`src/rtl/sacl_pkg.sv`:
```
// Shared types and constants for the set-associative cache tag lookup.
// Used by sacl_update and set_assoc_cache_tag_lookup; no dependencies.
package sacl_pkg;

   localparam int SETS          = 256;
   localparam int WAYS          = 8;
   localparam int ADDR_BITS     = 64;
   localparam int SET_IDX_BITS  = (SETS > 1) ? $clog2(SETS) : 1;
   localparam int MAX_SET_BITS  = (SETS > 1) ? $clog2(SETS + 1) - 1 : 0;
   localparam int WAY_IDX_BITS  = (WAYS > 1) ? $clog2(WAYS) : 1;
   localparam int RANK_BITS     = WAY_IDX_BITS;
   localparam int WAY_CNT_BITS  = 4;
   localparam int CNT_BITS      = 32;
   localparam int OUT_WAY_BITS  = 3;
   localparam int RSP_BITS      = 104;
   localparam int CSR_IDX_BITS  = 2;
   localparam int CSR_DATA_BITS = 5;

   localparam logic [CSR_IDX_BITS-1:0] REG_SET_BITS     = 2'd0;
   localparam logic [CSR_IDX_BITS-1:0] REG_BLOCK_BITS   = 2'd1;
   localparam logic [CSR_IDX_BITS-1:0] REG_WAYS_IN_USE  = 2'd2;
   localparam logic [CSR_IDX_BITS-1:0] REG_REPLACE_MODE = 2'd3;

   localparam logic MODE_FIFO = 1'b0;
   localparam logic MODE_LRU  = 1'b1;

   typedef struct packed {
      logic                 valid;
      logic [ADDR_BITS-1:0] tag;
      logic [RANK_BITS-1:0] rank;
   } way_entry_type;

   typedef way_entry_type [WAYS-1:0] row_type;

   typedef struct packed {
      logic                    hit;
      logic                    evicted;
      logic [WAY_IDX_BITS-1:0] way;
   } lookup_result_type;

endpackage

```
`src/rtl/sacl_update.sv`:
```
// Tag compare and replacement for one set row: hit search, fill, victim choice, rank update.
// Depends on sacl_pkg.
module sacl_update (
   input  sacl_pkg::row_type                      row_in,
   input  logic [sacl_pkg::ADDR_BITS-1:0]         tag,
   input  logic [sacl_pkg::WAY_CNT_BITS-1:0]      ways,
   input  logic                                   lru,
   output sacl_pkg::row_type                      row_out,
   output sacl_pkg::lookup_result_type            result
);
   import sacl_pkg::*;

   logic                    hit;
   logic                    found_free;
   logic [WAY_IDX_BITS-1:0] hit_way;
   logic [WAY_IDX_BITS-1:0] free_way;
   logic [WAY_IDX_BITS-1:0] old_way;
   logic [RANK_BITS-1:0]    best;
   logic [WAY_IDX_BITS-1:0] way;
   logic                    was_valid;
   logic                    do_update;
   logic [RANK_BITS-1:0]    sel_rank;

   always_comb begin
      hit        = 1'b0;
      found_free = 1'b0;
      hit_way    = '0;
      free_way   = '0;
      old_way    = '0;
      best       = row_in[0].rank;
      for (int i = 0; i < WAYS; i++) begin
         if (WAY_CNT_BITS'(i) < ways) begin
            if (!hit && row_in[i].valid && row_in[i].tag == tag) begin
               hit     = 1'b1;
               hit_way = WAY_IDX_BITS'(i);
            end
            if (!found_free && !row_in[i].valid) begin
               found_free = 1'b1;
               free_way   = WAY_IDX_BITS'(i);
            end
            if (i != 0 && row_in[i].rank > best) begin
               best    = row_in[i].rank;
               old_way = WAY_IDX_BITS'(i);
            end
         end
      end

      way       = hit ? hit_way : (found_free ? free_way : old_way);
      was_valid = hit || !found_free;
      do_update = !hit || (lru == MODE_LRU);
      sel_rank  = row_in[way].rank;

      row_out = row_in;
      if (do_update) begin
         for (int i = 0; i < WAYS; i++) begin
            if (WAY_IDX_BITS'(i) != way && row_in[i].valid) begin
               if (!was_valid || row_in[i].rank < sel_rank) begin
                  row_out[i].rank = row_in[i].rank + RANK_BITS'(1);
               end
            end
         end
         row_out[way].rank = '0;
      end
      if (!hit) begin
         row_out[way].valid = 1'b1;
         row_out[way].tag   = tag;
      end

      result.hit     = hit;
      result.evicted = !hit && !found_free;
      result.way     = way;
   end

endmodule

```
`config.mk`:
```
export PLATFORM = sky130hd
export DESIGN_NAME = sacl_update
export DESIGN_NICKNAME = d
export VERILOG_FILES = /design/src/rtl/sacl_pkg.sv /design/src/rtl/sacl_update.sv
export SDC_FILE = /design/constraint.sdc
export NUM_CORES = 1
export LEC_CHECK = 0
export BUFFER_PORTS_ARGS = -buffer_cell sky130_fd_sc_hd__buf_2
export CORE_AREA = 2 2 458 460
export DETAILED_ROUTE_END_ITERATION = 8
export DIE_AREA = 0 0 460 462
export SYNTH_ARGS = -nofsm -noshare
export SYNTH_HDL_FRONTEND = slang
export SYNTH_SLANG_ARGS = --single-unit
```
`constraint.sdc`:
```
create_clock -name vclk -period 28
set_input_delay 4.2 -clock vclk [all_inputs]
set_output_delay 4.2 -clock vclk [all_outputs]
set_load 0.02 [all_outputs]
```
# --- After elaboration in Yosys (flattened, before gate mapping) ---
# Index checks and enable logic that the tools add are counted.
totals:
  wordCells: 240
  in_bits: 613
  reg_bits: 0
op_classes:
  muxes: 125
  n_reduce_logical: 67
  n_addsub: 8
  order_cmp: 25
  eq_ne: 15
op_table:
  columns: ["op", "count"]
  rows:
  - ["$bwmux W544", 3]
  - ["$mux W544", 2]
  - ["$demux W68 S3", 3]
  - ["$eq A64 B64 Y1", 8]
  - ["$mux W3", 76]
  - ["$bmux W68 S3", 1]
  - ["$mux W68", 1]
  - ["$mux W67", 1]
  - ["$mux W1", 38]
  - ["$logic_and A1 B1 Y1", 32]
  - ["$add A3 B1 Y3 const B", 8]
  - ["$logic_not A1 Y1", 24]
  - ["$lt A3 B3 Y1", 8]
  - ["$gt A3 B3 Y1", 7]
  - ["$lt A3 B4 Y1 const A", 4]
  - ["$ne A3 B3 Y1 const A", 4]
  - ["$logic_or A1 B1 Y1", 10]
  - ["$lt A1 B4 Y1 const A", 2]
  - ["$lt A2 B4 Y1 const A", 2]
  - ["$ne A2 B3 Y1 const A", 2]
  - ["$lt A3 B4 Y1 const B", 1]
  - ["$ge A3 B1 Y1 const B", 1]
  - ["$ne A1 B3 Y1 const A", 1]
  - ["$reduce_bool A3 Y1", 1]

# --- Depth between registers and ports, before layout ---
# Gate-level depths: netlist of the first run.
logic_depth:
  depth_word: 52
  depth_mapped: 60
  depth_no_buf: 58

# --- Worst setup path after synthesis of the first run ---
# No wires, ideal clock.
synth_timing:
  kind: "input-to-output"
  startpoint: "input row_in[1] in the netlist's numbering"
  endpoint: "output row_out[410] in the netlist's numbering"
  path_stages: 52
  slack_ns: 8.816
  arrival_ns: 14.984
  cell_sequence: "inv_1 > ha_1 > nor2b_1 > o21ai_0 > a211oi_1 > mux2_2 > ha_1 > a31oi_1 > o21a_1 > mux2i_1 > inv_1 > ha_1 > nor2b_1 > o21a_1 > o21a_1 > o21ai_0 > inv_1 > ha_1 > (+16 left out) > o21a_1 > o21a_1 > nor3_1 > a31oi_1 > nor3_2 > or2_4 > buf_6 > inv_2 > buf_4 > mux2_2 > nand2_1 > o21ai_0 > mux2i_1 > ha_1 > a21boi_1 > or3_1 > a21boi_1 > mux2i_1"
synth_lines:
  columns: ["element", "line", "source"]
  rows:
  - ["start: declaration", "sacl_update.sv:4", "input sacl_pkg::row_type row_in,"]
  - ["end: declaration", "sacl_update.sv:8", "output sacl_pkg::row_type row_out,"]

==> run metrics, run 1 <==
total track usage 0.2907; antenna violations before repair 250; Post-Synthesis Cell Area 16830 µm²; relative slew slack 0.07314; hold buffer count at CTS 0; Final Hold Vio Count 0; CP max-delay cell mux2i_1; fin util 0.1270; largest net degree at the start of global routing 86; PD cells 30.70 nW/µm²; WP data required about 24000 ps; Crit Path Max Fanout 12; crit path buf inv count 6; Routability Congestion ~1.0; min-delay src row_in[277]; Total Die Area 212500 µm²; Routed Antenna Nets 0; Seq Cell Count 0; FMAX 0.04668 GHz; syn_nets 3019; fin crit share 0.7651; Synth cell types 85; CP delay by family, top compound AO/OA/AOI/OAI gates; Ys Warns 0; Total Neg Setup Slack 0 ps; iteration-0 DRC count of the detailed router about 3400; crit-path most repeated cell o21a_1; worst hold endpoint row_out[277]; sequential share of the synthesized area 0; worst stage delay on the critical path 810 ps; static leakage 11.03 nW; Worst setup EP type output port; Final Max Tran Viols 0; min Tclk post-route 21420 ps; RSZ-0062 raised after global routing no; Synth Instances 2369; WL per Instance 51.56 µm; Worst-Margin Slew 1379 ps; status complete, no violations; dpl hpwl between 200 and 300 mm; Core ar. approximately 210000 µm²; # DRC 0; CP startpoint row_in[1]; number of max-cap violations 0; Syn Area/Cell approximately 7.1 µm²; Post CTS Setup Buffer Count 0; num ports 1162; Startpoint Class input port; Power Total 811.0 µW; setup violators final 0; DRT Pass-1 Iters 6; Hold WC Path Type in2out; first-pass GRT wire length 376.8 mm; synth-to-layout area growth 57.01%; Starting Density 0.08086; fin nets 4097; vias in the first global route ~25000; Die Ht 462 µm; Cell Rows 168; FILL cells between 20000 and 25000; Die Wd 460 µm; crit path kind in2out; GRT overflow 0; buffers added on ports 1162; worst endpoint data arrival time 17220 ps; CTS-repair resized insts 0; Worst Hold Depth 4; worst vdd ir between 0.00001 and 0.000015 V; DR vias 27526; Reg area 0 µm²; WL final 324.0 mm; vias per cell 4.380; layout cell share with drive strength beyond 1 0.4877; clkbuf count 0
## synthesized netlist by cell type, types with 19 or more instances
cell type  count  area [µm²]
a21oi_1       26       130.1
buf_1         20       75.07
buf_2         56       280.3
clkbuf_1     112       420.4
ha_1          37       462.9
inv_1         79       296.5
mux2_1        19       214.0
mux2_2       353        3975
nand2_1      236       885.9
nand2b_1     100       625.6
nand3_1       37       185.2
nand4_1      131       819.5
nor2_1        68       255.2
nor2b_1       57       356.6
nor3_1        41       205.2
nor4_1       109       681.9
o21ai_0      189       945.9
or4_1         24       180.2
xnor2_1      215        1883
xor2_1       216        1892
## metal layers
layer  share of wire  up-vias  wire length, µm  global-route usage
met3            0.13      663            41940              0.1434
met5          0.0013        -              430                   0
met2            0.43     2506           139400              0.4519
li1                -    10883                -                   -
met4           0.052       64            16770              0.1145
met1            0.39    13410           125500              0.3395
## cell type report
| type | count | area (µm²) | share of cell area |
|---|---|---|---|
| Multi-Input combinational cell | 2091 | 15770 | 0.5970 |
| Inverter | 83 | 312.8 | 0.01184 |
| Antenna cell | 119 | 297.8 | 0.01127 |
| Timing Repair Buffer | 1271 | 6634 | 0.2511 |
| Tap cell | 2720 | 3403 | 0.1288 |
## layout by cell type, fill, tap and decap left out, types with 10 or more instances in the layout
master        n
inv_1        71
xor2_1      216
nand3_1      36
buf_2      1162
nor4_1      107
o21ai_0     189
o21a_1       13
nand4b_1     11
o22ai_1      11
nor2b_1      57
a21oi_1      25
nor2_1       66
nor3_1       41
nor4b_1      15
or4_1        24
ha_1         37
o2111ai_1    12
buf_4       109
a2111oi_0    11
diode_2     119
nand2_1     230
mux2_2      353
nand2b_1    100
nand4_1     131
xnor2_1     215
mux2i_1      10
mux2_1       19
## worst max-delay path by stage
stage,to,slack [ps],cells after the start
after floorplan,row_out[410],8820,52
after global placement,row_out[2],6690,53
after detailed placement,row_out[2],6820,53
after CTS,row_out[2],6780,53
after global routing,row_out[2],5720,55
final,row_out[2],6580,53
## where the power goes
| group | switching, mW | internal, mW | leakage [nW] |
|---|---|---|---|
| combinational | 0.586 | 0.225 | 11.0 |
| clock | 0 | 0.000000204 | 0.000748 |
| sequential | 0 | 0 | 0 |
| total | 0.586 | 0.225 | 11.0 |
## kinds of logic after synthesis
group / synth area share
compound gates: 0.1321
simple gates: 0.2927
mux: 0.2549
fa+ha+maj: 0.02751
buf+inv: 0.06848
xor+xnor: 0.2243
## per-stage QoR
step | cells | hold slack [ps] | worst slack, ps | instance area (µm²)
global placement | 6165 | 8761 | 6692 | 26120
floorplan | 2369 | 8541 | 8816 | 16830
global route | 6240 | 8766 | 5720 | 26310
finish | 6284 | 8754 | 6578 | 26420
CTS | 6165 | 8753 | 6785 | 26120
detailed placement | 6165 | 8748 | 6821 | 26120
No activity file was read; power rests on OpenSTA's default activity.
==> run 2, diff against run 1 <==
--- a/config.mk
+++ b/config.mk
@@ -6,9 +6,9 @@
 export NUM_CORES = 1
 export LEC_CHECK = 0
 export BUFFER_PORTS_ARGS = -buffer_cell sky130_fd_sc_hd__buf_2
-export CORE_AREA = 2 2 458 460
+export CORE_AREA = 2 2 459 461
 export DETAILED_ROUTE_END_ITERATION = 8
-export DIE_AREA = 0 0 460 462
+export DIE_AREA = 0 0 461 463
 export SYNTH_ARGS = -nofsm -noshare
 export SYNTH_HDL_FRONTEND = slang
 export SYNTH_SLANG_ARGS = --single-unit
==> constraint.sdc (replaced) <==
create_clock -name vclk -period 19.5
set_input_delay 2.925 -clock vclk [all_inputs]
set_output_delay 2.925 -clock vclk [all_outputs]
set_load 0.02 [all_outputs]
==> run 2 against run 1 <==
  * Die area increased by 0.43%
  * First-iteration DRC count increased by 9.6%
  * Routed wire length increased by 0.44%
  * Total power increased by 44%
  * Count of clock-buffer cells in the layout unchanged
  * Combinational power increased by 44%
  * Hold slack got worse by 2500 ps
  * Cell count increased by 1.6%
  * Global-route usage about the same
  * Largest power group unchanged
  * Sequential share of layout area unchanged
  * Critical endpoint is now row_out[45]
  * Final area increased by 0.81%
  * Non-clock buffer count increased by 8
==> run metrics, run 2 (synthesized netlist as in run 1, its figures left out) <==
fin nets 4105 (+0.20%); largest net degree at the start of global routing 56 (-35%); Total Neg Setup Slack 0 ps (unchanged); worst endpoint data arrival time 15420 ps (-1800 ps); uppermost layer routed met5; Die Ht 463 µm (+0.22%); worst vdd ir 0.00002002 V (+48%); Crit Path Max Fanout 45 (+33); Critical Path End row_out[45]; min Tclk post-route between 15000 and 20000 ps; crit-path most repeated cell o21a_1; Routability Congestion 1.000 (about the same); iteration-0 DRC count of the detailed router 3746 (+9.6%); first-pass GRT wire length 379.9 mm (+0.82%); Reg area 0 µm² (unchanged); clkbuf count 0 (unchanged); Cell Rows 168 (unchanged); relative slew slack 0.1909 (+0.1178); GRT overflow 0 (unchanged); antenna violations before repair 235 (-6.0%); # DRC 0 (unchanged); critical path depth 47 (-11%); worst stage delay on the critical path 710 ps (-100 ps); Worst-Margin Slew 1203 ps (-176.3 ps); status complete, no violations; CTS-repair resized insts 0 (unchanged); most frequent cells in the layout buf_2, mux2_2, nand2_1; min-delay src row_in[108]; CP max-delay cell nand2_2; num ports 1162 (unchanged); hold buffer count at CTS 0 (unchanged); Hold WC Path Type in2out; CP startpoint row_in[1]; Core ar. 208500 µm² (+0.20%); Routed Antenna Nets 0 (unchanged); static leakage 11.08 nW (+0.46%); fin cells 6382 (+1.6%); Starting Density 0.08070 (-0.0001630); fin crit share 0.9408; Post CTS Setup Buffer Count 0 (unchanged); crit path buf inv count 7 (+1); DRT Pass-1 Iters 5 (-1); layout cell share with drive strength beyond 1 0.4889 (+0.001187); WP data required 16570 ps (-7230 ps); CP delay by family, top compound AO/OA/AOI/OAI gates; met3 wire length 41.71 mm (-0.54%); total track usage 0.2903 (-0.0003556); FMAX 0.05451 GHz; crit path kind in2out; vias in the first global route 25571 (+1.5%); met1 WL 126.9 mm (+1.2%); Placed Cells 6258 (+1.5%); Final Hold Vio Count 0 (unchanged); PD cells 43.82 nW/µm² (+43%); Seq Cell Count 0 (unchanged); setup violators final 0 (unchanged); number of max-cap violations 0 (unchanged); buffers added on ports 1162 (unchanged); Multi-input gate area 15770 µm² (about the same); vias per cell 4.324 (-1.3%); Startpoint Class input port; RSZ-0062 raised after global routing no; FILL cells 24752 (+0.23%); WL per Instance 50.99 µm (-1.1%); met2 wire length 139.8 mm (+0.30%); Final Max Tran Viols 0 (unchanged); WL final 325.4 mm (+0.44%); Worst setup EP type output port; DR vias 27595 (+0.25%); Die Wd 461 µm (+0.22%); Worst Hold Depth 4 (unchanged); most common cell after layout, fill and taps aside buf_2; dpl hpwl 277.8 mm (+0.85%); synth-to-layout area growth 58.27%; Total Die Area 213400 µm² (+0.43%)
==> run 2: cell count changes in the layout (fill, tap and decap cells not counted), sizes merged <==
cell / delta
buf: +8
diode: +5
==> run 2: worst min path at each step <==
stage / endpoint / slack (ps)
2_1_floorplan: row_out[138] / 5990
6_report: row_out[108] / 6200
3_3_place_gp: row_out[108] / 6210
3_5_place_dp: row_out[108] / 6210
4_1_cts: row_out[108] / 6210
5_1_grt: row_out[12] / 6240
==> run 2: final cells by class <==
cell class / count / area share
antenna: 124 / 0.01165
multi-input combinational: 2091 / 0.5921
tap: 2805 / 0.1318
timing repair buffer: 1279 / 0.2527
inverter: 83 / 0.01174
==> run 2: metal layers <==
layer / up-vias / GRT usage
li1: 10878 / -
met1: 13559 / 0.3453
met2: 2509 / 0.4476
met3: 581 / 0.1325
met4: 68 / 0.1207
met5: - / 0
==> run 2: per-stage QoR <==
stage	worst slack (ps)	hold slack (ps)	util	power (mW)	area (µm²)
detailed placement	1308	6210	0.1262	1.149	26320
floorplan	2866	5991	-	0.5177	16830
finish	1154	6204	0.1277	1.167	26630
CTS	1264	6210	0.1262	1.153	26320
global placement	1249	6207	0.1262	1.155	26320
global route	318.9	6236	0.1269	1.208	26460
==> run 2: power breakdown <==
group | switching [mW] | total [mW] | internal, mW | leakage, nW
logic | 0.841 | 1.17 | 0.326 | 11.1
registers | 0 | 0 | 0 | 0
clock network | 0 | 0.000000140 | 0.000000139 | 0.000788
==> run 3, diff against run 2 <==
--- a/config.mk
+++ b/config.mk
@@ -9,6 +9,7 @@
 export CORE_AREA = 2 2 459 461
 export DETAILED_ROUTE_END_ITERATION = 8
 export DIE_AREA = 0 0 461 463
+export MAX_ROUTING_LAYER = met4
 export SYNTH_ARGS = -nofsm -noshare
 export SYNTH_HDL_FRONTEND = slang
 export SYNTH_SLANG_ARGS = --single-unit
==> run 3 against run 2 <==
  * Final area increased by 0.36%
  * Die area unchanged
  * Setup slack gained 78 ps
  * Cell count rose by 0.61%
  * Hold slack gained 18 ps
  * Non-clock buffer count unchanged
  * Count of clock-buffer cells in the layout stayed put
  * Flip-flop and latch count is the same
  * Utilization hardly changed
  * Largest cell class unchanged
==> run metrics, run 3 (synthesized netlist as in run 1, its figures left out) <==
Die Wd 461 µm (unchanged); most common cell after layout, fill and taps aside buf_2; layout cell share with drive strength beyond 1 0.4886 (about the same); clkbuf count 0 (unchanged); fin nets 4105 (unchanged); static leakage 11.08 nW (about the same); Placed Cells 6258 (unchanged); CTS-repair resized insts 0 (unchanged); Routed Antenna Nets 0 (unchanged); min-delay src row_in[111]; Worst setup EP type output port; crit path kind in2out; iteration-0 DRC count of the detailed router 3652 (-2.5%); fin crit share 0.9368 (-0.004006); Total Die Area 213400 µm² (unchanged); setup violators final 0 (unchanged); Hold WC Path Type in2out; synth-to-layout area growth 58.84%; DR vias 27635 (+0.14%); vias per cell 4.304 (-0.46%); Final Max Tran Viols 0 (unchanged); GR Util met2 0.4521 (+0.004550); CP max-delay cell nand2_2; GRT overflow 0 (unchanged); WL per Instance 50.89 µm (-0.20%); first-pass GRT wire length 382.2 mm (+0.62%); dpl hpwl 280.3 mm (+0.92%); WP data required 16570 ps (about the same); global routing usage on met3 0.1347 (+0.002118); Startpoint Class input port; relative slew slack 0.1117 (-0.07921); Reg area 0 µm² (unchanged); Starting Density 0.08070 (unchanged); FMAX 0.05474 GHz (+0.43%); crit-path most repeated cell o21a_1; total track usage 0.3004 (+0.01003); CP startpoint row_in[1]; Routability Congestion 1.032 (+3.2%); largest net degree at the start of global routing 62 (+11%); min Tclk post-route 18270 ps (-78.12 ps); worst stage delay on the critical path 660 ps (-50 ps); Die Ht 463 µm (unchanged); buffers added on ports 1162 (unchanged); num ports 1162 (unchanged); RSZ-0062 raised after global routing no; DRT Pass-1 Iters 6 (+1); PD cells 43.88 nW/µm² (+0.14%); worst vdd ir 0.00001564 V (-22%); Seq Cell Count 0 (unchanged); fin cells 6421 (+0.61%); status complete, no violations; number of max-cap violations 0 (unchanged); Core ar. 208500 µm² (unchanged); most frequent cells in the layout buf_2, mux2_2, nand2_1; worst endpoint data arrival time 15340 ps (-80 ps); Worst-Margin Slew 1321 ps (+118.9 ps); antenna violations before repair 237 (+0.85%); Final Hold Vio Count 0 (unchanged); Crit Path Max Fanout 45 (unchanged); vias in the first global route 25599 (+0.11%); # DRC 0 (unchanged); grt met1 use 0.3501 (+0.004842); WL final 326.7 mm (+0.41%); hold buffer count at CTS 0 (unchanged); Cell Rows 168 (unchanged); hold slack 6222 ps (+18.28 ps); Total Neg Setup Slack 0 ps (unchanged); global route hottest layer met2; Post CTS Setup Buffer Count 0 (unchanged)
-- run 3: cell types whose count changed in the layout (fill, tap and decap cells not counted) --
cell     previous run  this run
nor2_2              2         1
diode_2           124       163
nor2_1             66        67
-- run 3: worst max-delay path: cells and delay by family --
family | cells | cell delay, ps
mux | 6 | 2050
buf+inv | 7 | 1230
simple gates | 11 | 3190
fa+ha+maj | 7 | 1980
compound gates | 16 | 3880
-- run 3: final timing paths --
| check | cells past startpoint | slack (ps) | endpoint |
|---|---|---|---|
| setup / recovery | 47 | 1230 | row_out[26] |
| hold / removal | 3 | 6220 | row_out[111] |
-- run 3: through the flow --
step	power [mW]	setup WS [ps]	cell area, µm²	utilization
after global placement	1.160	1261	26320	0.1262
after CTS	1.158	1249	26320	0.1262
after floorplan	0.5177	2866	16830	-
after global routing	1.213	234.8	26650	0.1278
final	1.173	1233	26730	0.1282
after detailed placement	1.153	1311	26320	0.1262
-- run 3: cell type report --
type	instances	area [µm²]
fill	24747	181800
inverter	83	312.8
timing repair buffer	1279	6731
tap	2805	3510
multi-input combinational	2091	15770
antenna	163	407.9
-- run 3: routing by layer --
| metal | part of all wire | up-vias | wire [µm] |
|---|---|---|---|
| li1 | - | 10955 | - |
| met1 | 0.40 | 13715 | 130200 |
| met2 | 0.43 | 2448 | 140500 |
| met3 | 0.12 | 517 | 40820 |
| met4 | 0.047 | 0 | 15200 |
| met5 | 0 | - | 0 |
-- run 3: power breakdown --
part	total, mW	switching [mW]	leakage [nW]	internal (mW)
sequential	0	0	0	0
combinational	1.17	0.847	11.1	0.326
clock	0.000000297	0	0.00103	0.000000296
